<file path="src/rtl/wtlc_pkg.sv">
`timescale 1ns / 1ps
// ----------------------------------------------------------------------------
// Wrapped tick limit clip package
// Shared widths, register indexes and width helpers for the limit clip block.
// ----------------------------------------------------------------------------
package wtlc_pkg;

  localparam int TICK_W       = 16;
  localparam int LIM_W        = 12;
  localparam int CFG_IDX_W    = 2;
  localparam int CFG_DATA_W   = 12;
  localparam int KORG_W       = 2;
  localparam int NUM_CELLS    = 5;
  localparam int TICK_WRAP_DEF = 4096;

  localparam logic [CFG_IDX_W-1:0] REG_LIMIT_LOW  = 2'd0;
  localparam logic [CFG_IDX_W-1:0] REG_LIMIT_HIGH = 2'd1;
  localparam logic [CFG_IDX_W-1:0] REG_LIMITS_ON  = 2'd2;

  localparam logic [LIM_W-1:0] LIMIT_LOW_RST  = 12'd0;
  localparam logic [LIM_W-1:0] LIMIT_HIGH_RST = 12'd4095;

  // Signed width that holds tick + k*wrap for k in -2..2 and the raised
  // upper limit.
  function automatic int cand_w(input int wrap);
    int w2;
    w2 = $clog2(wrap) + 2;
    return ((w2 > TICK_W) ? w2 : TICK_W) + 1;
  endfunction

endpackage

</file>
<file path="src/rtl/wtlc_cell.sv">
`timescale 1ns / 1ps
// ----------------------------------------------------------------------------
// Wrapped tick limit clip cell
// Scores one wrap alias against the window and keeps the better of it and the
// best alias handed in from the upstream cell.
// ----------------------------------------------------------------------------
module wtlc_cell #(
  parameter int TICK_WRAP = wtlc_pkg::TICK_WRAP_DEF,
  parameter int K         = 0,
  parameter bit FIRST     = 1'b0
) (
  input  logic                                           clk,
  input  logic                                           rst_n,
  input  logic        [wtlc_pkg::LIM_W-1:0]              lo,
  input  logic signed [wtlc_pkg::cand_w(TICK_WRAP)-1:0]  hi,
  input  logic                                           up_valid,
  output logic                                           up_ready,
  input  logic signed [wtlc_pkg::TICK_W-1:0]             up_tick,
  input  logic signed [wtlc_pkg::cand_w(TICK_WRAP)-1:0]  up_best,
  input  logic signed [wtlc_pkg::cand_w(TICK_WRAP):0]    up_dout,
  input  logic        [wtlc_pkg::KORG_W-1:0]             up_korg,
  output logic                                           dn_valid,
  input  logic                                           dn_ready,
  output logic signed [wtlc_pkg::TICK_W-1:0]             dn_tick,
  output logic signed [wtlc_pkg::cand_w(TICK_WRAP)-1:0]  dn_best,
  output logic signed [wtlc_pkg::cand_w(TICK_WRAP):0]    dn_dout,
  output logic        [wtlc_pkg::KORG_W-1:0]             dn_korg
);

  localparam int CAND_W = wtlc_pkg::cand_w(TICK_WRAP);
  localparam int D_W    = CAND_W + 1;
  localparam logic signed [CAND_W-1:0] OFFSET = CAND_W'(K * TICK_WRAP);
  localparam logic [wtlc_pkg::KORG_W-1:0] KORG = wtlc_pkg::KORG_W'((K < 0) ? -K : K);

  logic                                valid_r;
  logic signed [wtlc_pkg::TICK_W-1:0]  tick_r;
  logic signed [CAND_W-1:0]            best_r;
  logic signed [D_W-1:0]               dout_r;
  logic        [wtlc_pkg::KORG_W-1:0]  korg_r;

  logic signed [CAND_W-1:0] cand;
  logic signed [D_W-1:0]    cand_x;
  logic signed [D_W-1:0]    lo_x;
  logic signed [D_W-1:0]    hi_x;
  logic signed [D_W-1:0]    dout;
  logic                     take;

  assign cand   = CAND_W'(up_tick) + OFFSET;
  assign cand_x = D_W'(cand);
  assign lo_x   = $signed({{(D_W - wtlc_pkg::LIM_W){1'b0}}, lo});
  assign hi_x   = D_W'(hi);

  always_comb begin
    if (cand_x < lo_x) begin
      dout = lo_x - cand_x;
    end else if (cand_x > hi_x) begin
      dout = cand_x - hi_x;
    end else begin
      dout = '0;
    end
  end

  // Ties go to the smaller |k|; between equal |k| the earlier alias, which has the smaller k, wins.
  assign take = FIRST || (dout < up_dout) || ((dout == up_dout) && (KORG < up_korg));

  assign up_ready = !valid_r || dn_ready;

  always_ff @(posedge clk) begin
    if (!rst_n) begin
      valid_r <= 1'b0;
    end else if (up_ready) begin
      valid_r <= up_valid;
    end
  end

  always_ff @(posedge clk) begin
    if (up_ready && up_valid) begin
      tick_r <= up_tick;
      best_r <= take ? cand : up_best;
      dout_r <= take ? dout : up_dout;
      korg_r <= take ? KORG : up_korg;
    end
  end

  assign dn_valid = valid_r;
  assign dn_tick  = tick_r;
  assign dn_best  = best_r;
  assign dn_dout  = dout_r;
  assign dn_korg  = korg_r;

endmodule

</file>
<file path="src/rtl/wtlc_clamp.sv">
`timescale 1ns / 1ps
// ----------------------------------------------------------------------------
// Wrapped tick limit clip output stage
// Clamps the chosen alias into the window and holds the result for the sink.
// ----------------------------------------------------------------------------
module wtlc_clamp #(
  parameter int TICK_WRAP = wtlc_pkg::TICK_WRAP_DEF
) (
  input  logic                                           clk,
  input  logic                                           rst_n,
  input  logic        [wtlc_pkg::LIM_W-1:0]              lo,
  input  logic signed [wtlc_pkg::cand_w(TICK_WRAP)-1:0]  hi,
  input  logic                                           en,
  input  logic                                           up_valid,
  output logic                                           up_ready,
  input  logic signed [wtlc_pkg::TICK_W-1:0]             up_tick,
  input  logic signed [wtlc_pkg::cand_w(TICK_WRAP)-1:0]  up_best,
  output logic                                           out_valid,
  input  logic                                           out_ready,
  output logic signed [wtlc_pkg::TICK_W-1:0]             out_tick,
  output logic                                           out_inside
);

  localparam int CAND_W = wtlc_pkg::cand_w(TICK_WRAP);

  logic                                valid_r;
  logic signed [wtlc_pkg::TICK_W-1:0]  tick_r;
  logic                                inside_r;

  logic signed [CAND_W-1:0]           lo_x;
  logic signed [CAND_W-1:0]           clamped;
  logic                               below;
  logic                               above;
  logic signed [wtlc_pkg::TICK_W-1:0] tick_nxt;
  logic                               inside_nxt;

  assign lo_x  = $signed({{(CAND_W - wtlc_pkg::LIM_W){1'b0}}, lo});
  assign below = up_best < lo_x;
  assign above = up_best > hi;

  always_comb begin
    if (below) begin
      clamped = lo_x;
    end else if (above) begin
      clamped = hi;
    end else begin
      clamped = up_best;
    end
    tick_nxt   = en ? wtlc_pkg::TICK_W'(clamped) : up_tick;
    inside_nxt = !en || (!below && !above);
  end

  assign up_ready = !valid_r || out_ready;

  always_ff @(posedge clk) begin
    if (!rst_n) begin
      valid_r <= 1'b0;
    end else if (up_ready) begin
      valid_r <= up_valid;
    end
  end

  always_ff @(posedge clk) begin
    if (up_ready && up_valid) begin
      tick_r   <= tick_nxt;
      inside_r <= inside_nxt;
    end
  end

  assign out_valid  = valid_r;
  assign out_tick   = tick_r;
  assign out_inside = inside_r;

endmodule

</file>
<file path="src/rtl/wrapped_tick_limit_clip_core.sv">
`timescale 1ns / 1ps
// Pipeline: six stages (five alias cells, one per wrap offset, then the clamp
// register) are loaded in turn, the first at acceptance; out_valid rises when
// the clamp register is loaded. Sink stalls delay this.
// Throughput: one request per cycle; in_ready drops only when every stage is
// full and the sink holds out_ready low.
// Reset (synchronous, rst_n low): stages empty, limits 0 to 4095, limits off.
// ----------------------------------------------------------------------------
// Wrapped tick limit clip core
// Aligns a wrapping servo tick to a joint limit window and clamps it into it.
// ----------------------------------------------------------------------------
module wrapped_tick_limit_clip_core #(
  parameter int TICK_WRAP = wtlc_pkg::TICK_WRAP_DEF
) (
  input  logic                                  clk,
  input  logic                                  rst_n,
  input  logic                                  cfg_valid,
  output logic                                  cfg_ready,
  input  logic [wtlc_pkg::CFG_IDX_W-1:0]        cfg_index,
  input  logic [wtlc_pkg::CFG_DATA_W-1:0]       cfg_data,
  input  logic                                  in_valid,
  output logic                                  in_ready,
  input  logic signed [wtlc_pkg::TICK_W-1:0]    in_tick_in,
  output logic                                  out_valid,
  input  logic                                  out_ready,
  output logic signed [wtlc_pkg::TICK_W-1:0]    out_tick_out,
  output logic                                  out_inside_window
);

  localparam int CAND_W = wtlc_pkg::cand_w(TICK_WRAP);
  localparam int D_W    = CAND_W + 1;
  localparam int NC     = wtlc_pkg::NUM_CELLS;

  // Configuration registers. Writes are always taken; an index past the
  // register list is dropped.
  logic [wtlc_pkg::LIM_W-1:0] limit_low_r;
  logic [wtlc_pkg::LIM_W-1:0] limit_high_r;
  logic                       limits_on_r;

  assign cfg_ready = 1'b1;

  always_ff @(posedge clk) begin
    if (!rst_n) begin
      limit_low_r  <= wtlc_pkg::LIMIT_LOW_RST;
      limit_high_r <= wtlc_pkg::LIMIT_HIGH_RST;
      limits_on_r  <= 1'b0;
    end else if (cfg_valid) begin
      unique case (cfg_index)
        wtlc_pkg::REG_LIMIT_LOW:  limit_low_r  <= cfg_data[wtlc_pkg::LIM_W-1:0];
        wtlc_pkg::REG_LIMIT_HIGH: limit_high_r <= cfg_data[wtlc_pkg::LIM_W-1:0];
        wtlc_pkg::REG_LIMITS_ON:  limits_on_r  <= cfg_data[0];
        default: ;
      endcase
    end
  end

  // When the low limit sits above the high limit the window crosses the wrap
  // point, so the upper bound is moved up by one full wrap.
  logic signed [CAND_W-1:0] hi_eff;
  logic signed [CAND_W-1:0] hi_zx;

  assign hi_zx  = $signed({{(CAND_W - wtlc_pkg::LIM_W){1'b0}}, limit_high_r});
  assign hi_eff = (limit_low_r > limit_high_r) ? (hi_zx + CAND_W'(TICK_WRAP)) : hi_zx;

  // Chain links: link 0 is the input port, link j is the output of cell j-1.
  logic                                valid_s [NC+1];
  logic                                ready_s [NC+1];
  logic signed [wtlc_pkg::TICK_W-1:0]  tick_s  [NC+1];
  logic signed [CAND_W-1:0]            best_s  [NC+1];
  logic signed [D_W-1:0]               dout_s  [NC+1];
  logic        [wtlc_pkg::KORG_W-1:0]  korg_s  [NC+1];

  assign valid_s[0] = in_valid;
  assign in_ready   = ready_s[0];
  assign tick_s[0]  = in_tick_in;
  // The first cell always takes its own alias; these seeds only fill the link.
  assign best_s[0]  = '0;
  assign dout_s[0]  = '0;
  assign korg_s[0]  = '0;

  // Cell j scores the alias tick + (j-2)*TICK_WRAP, in increasing k so that
  // a strict better-than compare hands a tie between k = -1 and k = 1 to the
  // lower one.
  for (genvar j = 0; j < NC; j++) begin : g_cell
    wtlc_cell #(
      .TICK_WRAP (TICK_WRAP),
      .K         (j - 2),
      .FIRST     (j == 0)
    ) u_cell (
      .clk      (clk),
      .rst_n    (rst_n),
      .lo       (limit_low_r),
      .hi       (hi_eff),
      .up_valid (valid_s[j]),
      .up_ready (ready_s[j]),
      .up_tick  (tick_s[j]),
      .up_best  (best_s[j]),
      .up_dout  (dout_s[j]),
      .up_korg  (korg_s[j]),
      .dn_valid (valid_s[j+1]),
      .dn_ready (ready_s[j+1]),
      .dn_tick  (tick_s[j+1]),
      .dn_best  (best_s[j+1]),
      .dn_dout  (dout_s[j+1]),
      .dn_korg  (korg_s[j+1])
    );
  end

  // Final stage: clamp the winning alias, or pass the raw tick when limits
  // are off. The distance of the winner is not needed past the chain.
  wtlc_clamp #(
    .TICK_WRAP (TICK_WRAP)
  ) u_clamp (
    .clk        (clk),
    .rst_n      (rst_n),
    .lo         (limit_low_r),
    .hi         (hi_eff),
    .en         (limits_on_r),
    .up_valid   (valid_s[NC]),
    .up_ready   (ready_s[NC]),
    .up_tick    (tick_s[NC]),
    .up_best    (best_s[NC]),
    .out_valid  (out_valid),
    .out_ready  (out_ready),
    .out_tick   (out_tick_out),
    .out_inside (out_inside_window)
  );

endmodule

</file>
<file path="config.mk">
export PLATFORM = sky130hd
export DESIGN_NAME = wrapped_tick_limit_clip_core
export DESIGN_NICKNAME = d
export VERILOG_FILES = /design/src/rtl/wtlc_pkg.sv /design/src/rtl/wtlc_cell.sv /design/src/rtl/wtlc_clamp.sv /design/src/rtl/wrapped_tick_limit_clip_core.sv
export SDC_FILE = /design/constraint.sdc
export NUM_CORES = 1
export LEC_CHECK = 0
export BUFFER_PORTS_ARGS = -buffer_cell sky130_fd_sc_hd__buf_2
export CAP_MARGIN = 30
export CORE_MARGIN = 2
export CORE_UTILIZATION = 40
export CTS_BUF_LIST = sky130_fd_sc_hd__clkbuf_2
export CTS_CLUSTER_DIAMETER = 80
export DETAILED_ROUTE_END_ITERATION = 12
export PLACE_DENSITY = 0.55
export REMOVE_ABC_BUFFERS = 1
export SLEW_MARGIN = 25
export SYNTH_ARGS = -nofsm -noshare
export SYNTH_HDL_FRONTEND = slang
export SYNTH_SLANG_ARGS = --single-unit
</file>
<file path="constraint.sdc">
create_clock -name clk -period 8.6 [get_ports clk]
set_input_delay 1.72 -clock clk [delete_from_list [all_inputs] [get_ports clk]]
set_output_delay 1.72 -clock clk [all_outputs]
set_load 0.1 [all_outputs]
</file>
## Word level (Yosys, flattened, before mapping)

Cells that the tools add are included.

| storage, ports and cells | value |
|---|---|
| register bits | 291 |
| input bits | 35 |
| output and inout bits | 20 |
| logic and storage cells | 124 |

| operators by class | value |
|---|---|
| add/sub/neg operators | 15 |
| magnitude comparators | 20 |
| equality and inequality tests | 6 |
| muxes and demuxes | 21 |
| reduce and logical (&&, ||, !) cells | 34 |

Operator list:

| kind | number |
|---|---|
| two-way mux 18 bit | 13 |
| > comparator 17 x 15 -> 1 bit | 5 |
| less-than comparator 17 x 13 -> 1 bit | 5 |
| == test 18 bit | 4 |
| less-than comparator 18 bit | 4 |
| subtractor 13 x 17 -> 18 bit | 4 |
| subtractor 17 x 15 -> 18 bit | 4 |
| two-way mux 17 bit | 4 |
| two-way mux 16 bit | 3 |
| adder 16 x 14 -> 17 bit, second input constant | 2 |
| adder 16 x 13 -> 17 bit, second input constant | 1 |
| adder 16 x 15 -> 17 bit, second input constant | 1 |
| subtractor 13 x 16 -> 17 bit | 1 |
| subtractor 16 x 15 -> 17 bit | 1 |
| > comparator 16 x 15 -> 1 bit | 1 |
| less-than comparator 16 x 13 -> 1 bit | 1 |
| adder 12 x 13 -> 14 bit, second input constant | 1 |
| two-way mux 14 bit | 1 |
| > comparator 12 bit | 1 |
| logical OR 1 bit | 11 |
| logical AND 1 bit | 10 |
| logical NOT 1 bit | 9 |
| AND reduction 2 bit | 3 |
| less-than comparator 1 x 2 -> 1 bit, first input constant | 2 |
| other kinds (4) | 4 |

## Longest topological paths before layout

| depth | value |
|---|---|
| depth in word-level cells | 9 |
| depth in mapped cells | 27 |
| gate-level depth less buffers | 25 |

## Cells and area by module

A second synthesis with hierarchy kept.

| unflattened totals | value |
|---|---|
| cell total of the unflattened synthesis | 2,551 |
| area, all modules | 24,453.5 um2 |

By module, submodules not included:

| module | times used | cells each | area an instance (um2) | sequential area each (um2) |
|---|---|---|---|---|
| wtlc_cell at g_cell[1].u_cell | 1 | 497 | 4,702.0 | 1,611.5 |
| wtlc_cell at g_cell[2].u_cell | 1 | 482 | 4,599.4 | 1,611.5 |
| wtlc_cell at g_cell[3].u_cell | 1 | 451 | 4,524.3 | 1,611.5 |
| wtlc_cell at g_cell[4].u_cell | 1 | 482 | 4,459.3 | 1,611.5 |
| wtlc_cell at g_cell[0].u_cell | 1 | 315 | 3,121.7 | 1,161.1 |
| wtlc_clamp | 1 | 193 | 1,799.2 | 530.5 |
| wrapped_tick_limit_clip_core | 1 | 131 | 1,247.4 | 500.5 |

## Worst setup path after synthesis

Ideal clock, no wire load.

| path | value |
|---|---|
| path kind | input to register |
| start point | input port out_ready |
| end point | register g_cell[1].u_cell.best_r[0] (enable) |
| library setup time | 0.545 ns |
| arrival time | 6.106 ns |
| data required time | 8.055 ns |
| setup slack | 1.949 ns |
| cell stages on the path | 4 |
| path buffers | 0 |
| path through | nor2b_1 and3_1 and2_0 a21boi_0 |

| on the way | value |
|---|---|
| longest elaborated chain between the ends | 6 |

RTL lines:

| item | RTL line | RTL |
|---|---|---|
| from (decl) | wrapped_tick_limit_clip_core.sv:25 | `input logic out_ready,` |
| logical OR 1 bit | wtlc_clamp.sv:53 | `assign up_ready = !valid_r \|\| out_ready;` |
| logical OR 1 bit (4 in series) | wtlc_cell.sv:66 | `assign up_ready = !valid_r \|\| dn_ready;` |
| logical AND 1 bit | wtlc_cell.sv:77 | `if (up_ready && up_valid) begin` |
| to (signal assigned) | wtlc_cell.sv:79 | `best_r <= take ? cand : up_best;` |
| to (decl) | wtlc_cell.sv:37 | `logic signed [CAND_W-1:0] best_r;` |

Every way passes these cells.
A chain may end at the register's enable or synchronous reset.

## Worst setup path after layout

| path | value |
|---|---|
| start point | register limit_low_r[0] (netlist name) |
| end point | register g_cell[1].u_cell.dout_r[13], data pin |

| on the way | value |
|---|---|
| longest elaborated chain between the ends | 8 |
| elaborated cells between the ends (all ways) | 12 |
| those cells by class | 2 x add/sub; 4 x order compare; 1 x eq/ne; 4 x mux; 1 x reduce/logical |

RTL lines:

| item | RTL line | RTL |
|---|---|---|
| from (decl) | wrapped_tick_limit_clip_core.sv:36 | `logic [wtlc_pkg::LIM_W-1:0] limit_low_r;` |
| from (signal assigned) | wrapped_tick_limit_clip_core.sv:44 | `limit_low_r <= wtlc_pkg::LIMIT_LOW_RST;` |
| from (signal assigned) | wrapped_tick_limit_clip_core.sv:49 | `wtlc_pkg::REG_LIMIT_LOW: limit_low_r <= cfg_data[wtlc_pkg::LIM_W-1:0];` |
| > comparator 12 bit | wrapped_tick_limit_clip_core.sv:63 | `assign hi_eff = (limit_low_r > limit_high_r) ? (hi_zx + CAND_W'(TICK_WRAP)) : hi_zx;` |
| two-way mux 14 bit | wrapped_tick_limit_clip_core.sv:63 |  |
| subtractor 17 x 15 -> 18 bit or > comparator 17 x 15 -> 1 bit (tied branches) | wtlc_cell.sv:57, wtlc_cell.sv:56 |  |
| two-way mux 18 bit | wtlc_cell.sv:56 | `end else if (cand_x > hi_x) begin` |
| two-way mux 18 bit * | wtlc_cell.sv:54 | `if (cand_x < lo_x) begin` |
| less-than comparator 18 bit or == test 18 bit (tied branches) | wtlc_cell.sv:64 | `assign take = FIRST \|\| (dout < up_dout) \|\| ((dout == up_dout) && (KORG < up_korg));` |
| logical OR 1 bit | wtlc_cell.sv:64 |  |
| two-way mux 18 bit * | wtlc_cell.sv:80 | `dout_r <= take ? dout : up_dout;` |
| to (signal assigned) | wtlc_cell.sv:80 |  |
| to (decl) | wtlc_cell.sv:38 | `logic signed [D_W-1:0] dout_r;` |

Mark *: on every way between the ends. The rest lies on a longest branch, timed or not.

==> impl_summary.txt <==
----------------------------------------------------
[GRT]
  Largest net degree at the start of global routing ... 54
  Initial antenna violation count ... 3
  Grt total ovfl ... 0
  Global-route total usage across every layer ... 25.1%
  First-pass GRT wire length ... 100 mm
  Vias in the first global route ... 16,600

[Timing]
  Final count of pins violating max slew ... 0
  Setup tns final ... 0 ns
  Maximum clock skew at final layout ... 0.0995 ns
  Fin crit period ... 7.08 ns
  Final worst-path setup slack ... 1.52 ns
  Unrepaired setup endpoints after global routing ... false
  Final hold violation count ... 0
  Setup-violating endpoint count in the final report ... 0
  Hold slack final ... 0.476 ns
  Actual slew at the worst max-slew pin ... 0.986 ns
  Slew margin rel. ... 34.3%
  Highest clock frequency the design can meet ... 141 MHz
  Period utilization ... 82.3%

[Setup path]
  Critical path fanouts, max ... 18
  CP Data Required Time ... 9.34 ns
  Worst path cell trace ... inv_1, ha_1, inv_1, fa_1, a21o_1, a311o_1, a21oi_1, a2111oi_2, a21oi_2, nand2_1, o22ai_1, ha_1, a21o_1, nand3_1, a21oi_1, a2111oi_0, nor2_1, o21a_1, inv_2, mux2_2
  Kind of launch point of the worst setup path ... flop
  Cell type of the slowest stage on the worst timing path ... sky130_fd_sc_hd__a21oi_2
  Largest incremental delay on the critical path ... 0.70 ns
  Cell family with most CP delay ... compound AO/OA/AOI/OAI gates
  Setup crit start ... limit_low_r[0]
  Worst setup path class ... flop to flop
  Beginning of the worst register-to-register path ... limit_low_r[0]
  CP Capture Type ... flop
  Crit path buf inv count ... 3
  Data arrival, critical path ... 7.82 ns

[Synthesis]
  Number of enable-type register cells in the synthesized netlist ... 247
  Count of different cell masters after synthesis ... 84
  Async S/R FF share, synth ... 0%
  Flop and latch count out of synthesis ... 278
  Gate count after technology mapping ... 2,068
  Share of the yosys chip area belonging to registers ... 38.9%
  Netlist area before placement ... 20,700 µm²
  YS warnings ... 0
  Avg Inst Size Synth ... 9.99 µm²
  Top flip-flop cell by instance count after synthesis ... sky130_fd_sc_hd__edfxtp_1

[Die]
  Die Span X ... 231 µm
  Die area ... 53,500 µm²
  Count of standard-cell rows ... 83
  I/O pin count ... 55
  Placeable core region ... 51,200 µm²
  Die H ... 231 µm
  Effective utilization at floorplan ... 40.4%

[Placed design]
  IO buf count ... 53
  Setup slack after placement ... 1.21 ns
  GP Congestion ... 0.981
  Detailed Place HPWL ... 51.3 mm

[Power]
  Pwr Total ... 3.37 mW
  Total power divided by cell area ... 148 nW/µm²
  Reported leakage power ... 9.96 nW
  Worst IR drop on VDD ... 0.145 mV

[Layout]
  Layout overhead on the synthesized area ... 10.0%
  Layout net count ... 2,464
  Most common library cell in the layout ignoring fill and taps ... sky130_fd_sc_hd__edfxtp_1
  Fill cell instance count of the final layout ... 5,032
  Share of final-layout standard cells stronger than drive strength 1 ... 15.6%
  Commonest cells after routing, fill and taps aside ... sky130_fd_sc_hd__edfxtp_1 (247), sky130_fd_sc_hd__ha_1 (240), sky130_fd_sc_hd__inv_1 (206)

[Clock tree]
  Cts hold-fix bufs ... 0
  CTS-repair resized insts ... 0
  Clock buffers created by TritonCTS ... 80
  Clock root buffer ... sky130_fd_sc_hd__clkbuf_2
  CTS clock-pin slew for the worst setup and hold paths ... 0.10 ns
  Worst skew pair latency ... 1.07 ns
  Max Root-Sink Buffers ... 3
  Number of sinks handled by clock tree synthesis ... 278
  H-tree depth reported by CTS ... 3
  Post-CTS repair timing setup buffer count ... 0
  CTS tree ... done

[Detailed routing]
  Total wirelength of the detailed-routed design ... 66.5 mm
  DRT iter0 DRCs ... 1,311
  Final antenna-violating net count ... 0
  DRC ... 0
  Vias per Instance ... 5.66
  Average detailed-routed wire length per instance ... 22.7 µm
  First drt pass iteration count ... 5
  Vias after detailed routing ... 16,600

[Status]
  Run status ... finished, final reports clean

[Job]
  Max Cap Viol ... 0

[Hold path]
  Origin of the worst min-delay path ... g_cell[1].u_cell.dn_tick[11]
  Worst hold path class ... flop to flop

----------------------------------------------------
==> final timing paths <==
kind | end | slack, ns | cells after the start
worst max-delay path | g_cell[1].u_cell.dn_dout[13] | 1.52 | 20
worst min-delay path | g_cell[2].u_cell.dn_tick[11] | 0.48 | 0
worst max register to register | g_cell[1].u_cell.dn_dout[13] | 1.52 | 20
worst min register to register | g_cell[2].u_cell.dn_tick[11] | 0.48 | 0
==> where the power goes <==
group | switching [mW] | internal, mW | leakage (nW)
clock | 0.625 | 0.463 | 0.589
sequential | 0.0484 | 1.54 | 2.55
combinational | 0.420 | 0.282 | 6.82
==> cell families after synthesis <==
family,synth area share (%)
AOI/OAI and AO/OA,17.1
and+or+nand+nor,12.0
DFF,38.9
buffers and inverters,4.89
adders and majority gates,15.5
muxes,6.99
xor gates and xnor gates,4.58
other,0.0363
==> cell usage after synthesis (40+ instances only) <==
| cell | count | area (µm²) |
|---|---|---|
| sky130_fd_sc_hd__a21o_1 | 70 | 526 |
| sky130_fd_sc_hd__edfxtp_1 | 247 | 7420 |
| sky130_fd_sc_hd__inv_1 | 206 | 773 |
| sky130_fd_sc_hd__a21oi_1 | 137 | 686 |
| sky130_fd_sc_hd__nor2b_1 | 40 | 250 |
| sky130_fd_sc_hd__xor2_1 | 54 | 473 |
| sky130_fd_sc_hd__o21ai_0 | 85 | 425 |
| sky130_fd_sc_hd__nand2_1 | 130 | 488 |
| sky130_fd_sc_hd__nor2_1 | 109 | 409 |
| sky130_fd_sc_hd__clkbuf_1 | 49 | 184 |
| sky130_fd_sc_hd__ha_1 | 240 | 3000 |
| sky130_fd_sc_hd__o22ai_1 | 45 | 282 |
| sky130_fd_sc_hd__xnor2_1 | 54 | 473 |
| sky130_fd_sc_hd__mux2_2 | 94 | 1060 |
==> registers in the layout, summed over array words and instances (netlist names) <==
signal                  flops
limit_high_r               12
g_cell.u_cell.dn_tick      67
u_clamp.out_inside          1
g_cell.u_cell.dn_dout      72
u_clamp.out_valid           1
u_clamp.out_tick           16
limit_low_r                12
g_cell.u_cell.dn_valid      5
limits_on_r                 1
g_cell.u_cell.dn_best      85
g_cell.u_cell.dn_korg       6
==> area by class of cell <==
class / count / area, µm² / share of cell area (%)
inverter: 208 / 781 / 3.43
clock inverter: 31 / 228 / 1.00
multi-input combinational: 1524 / 11700 / 51.5
timing repair buffer: 87 / 548 / 2.41
sequential: 278 / 8040 / 35.4
antenna: 3 / 7.51 / 0.0330
tap: 680 / 851 / 3.74
clock buffer: 116 / 581 / 2.55
==> metrics by stage <==
stage	instances	cell area [µm²]	util (%)
finish	2927	22700	44.4
global route	2927	22700	44.4
CTS	2922	22700	44.3
detailed placement	2775	21900	42.7
global placement	2772	21900	42.7
floorplan	2010	20400	-
==> routing by layer <==
layer  wire length [µm]  track usage, %
met5                 13               0
met4               3240            12.0
met3               2710            4.06
met2              32500            43.5
met1              28000            30.3
No activity file was read; power rests on OpenSTA's default activity.
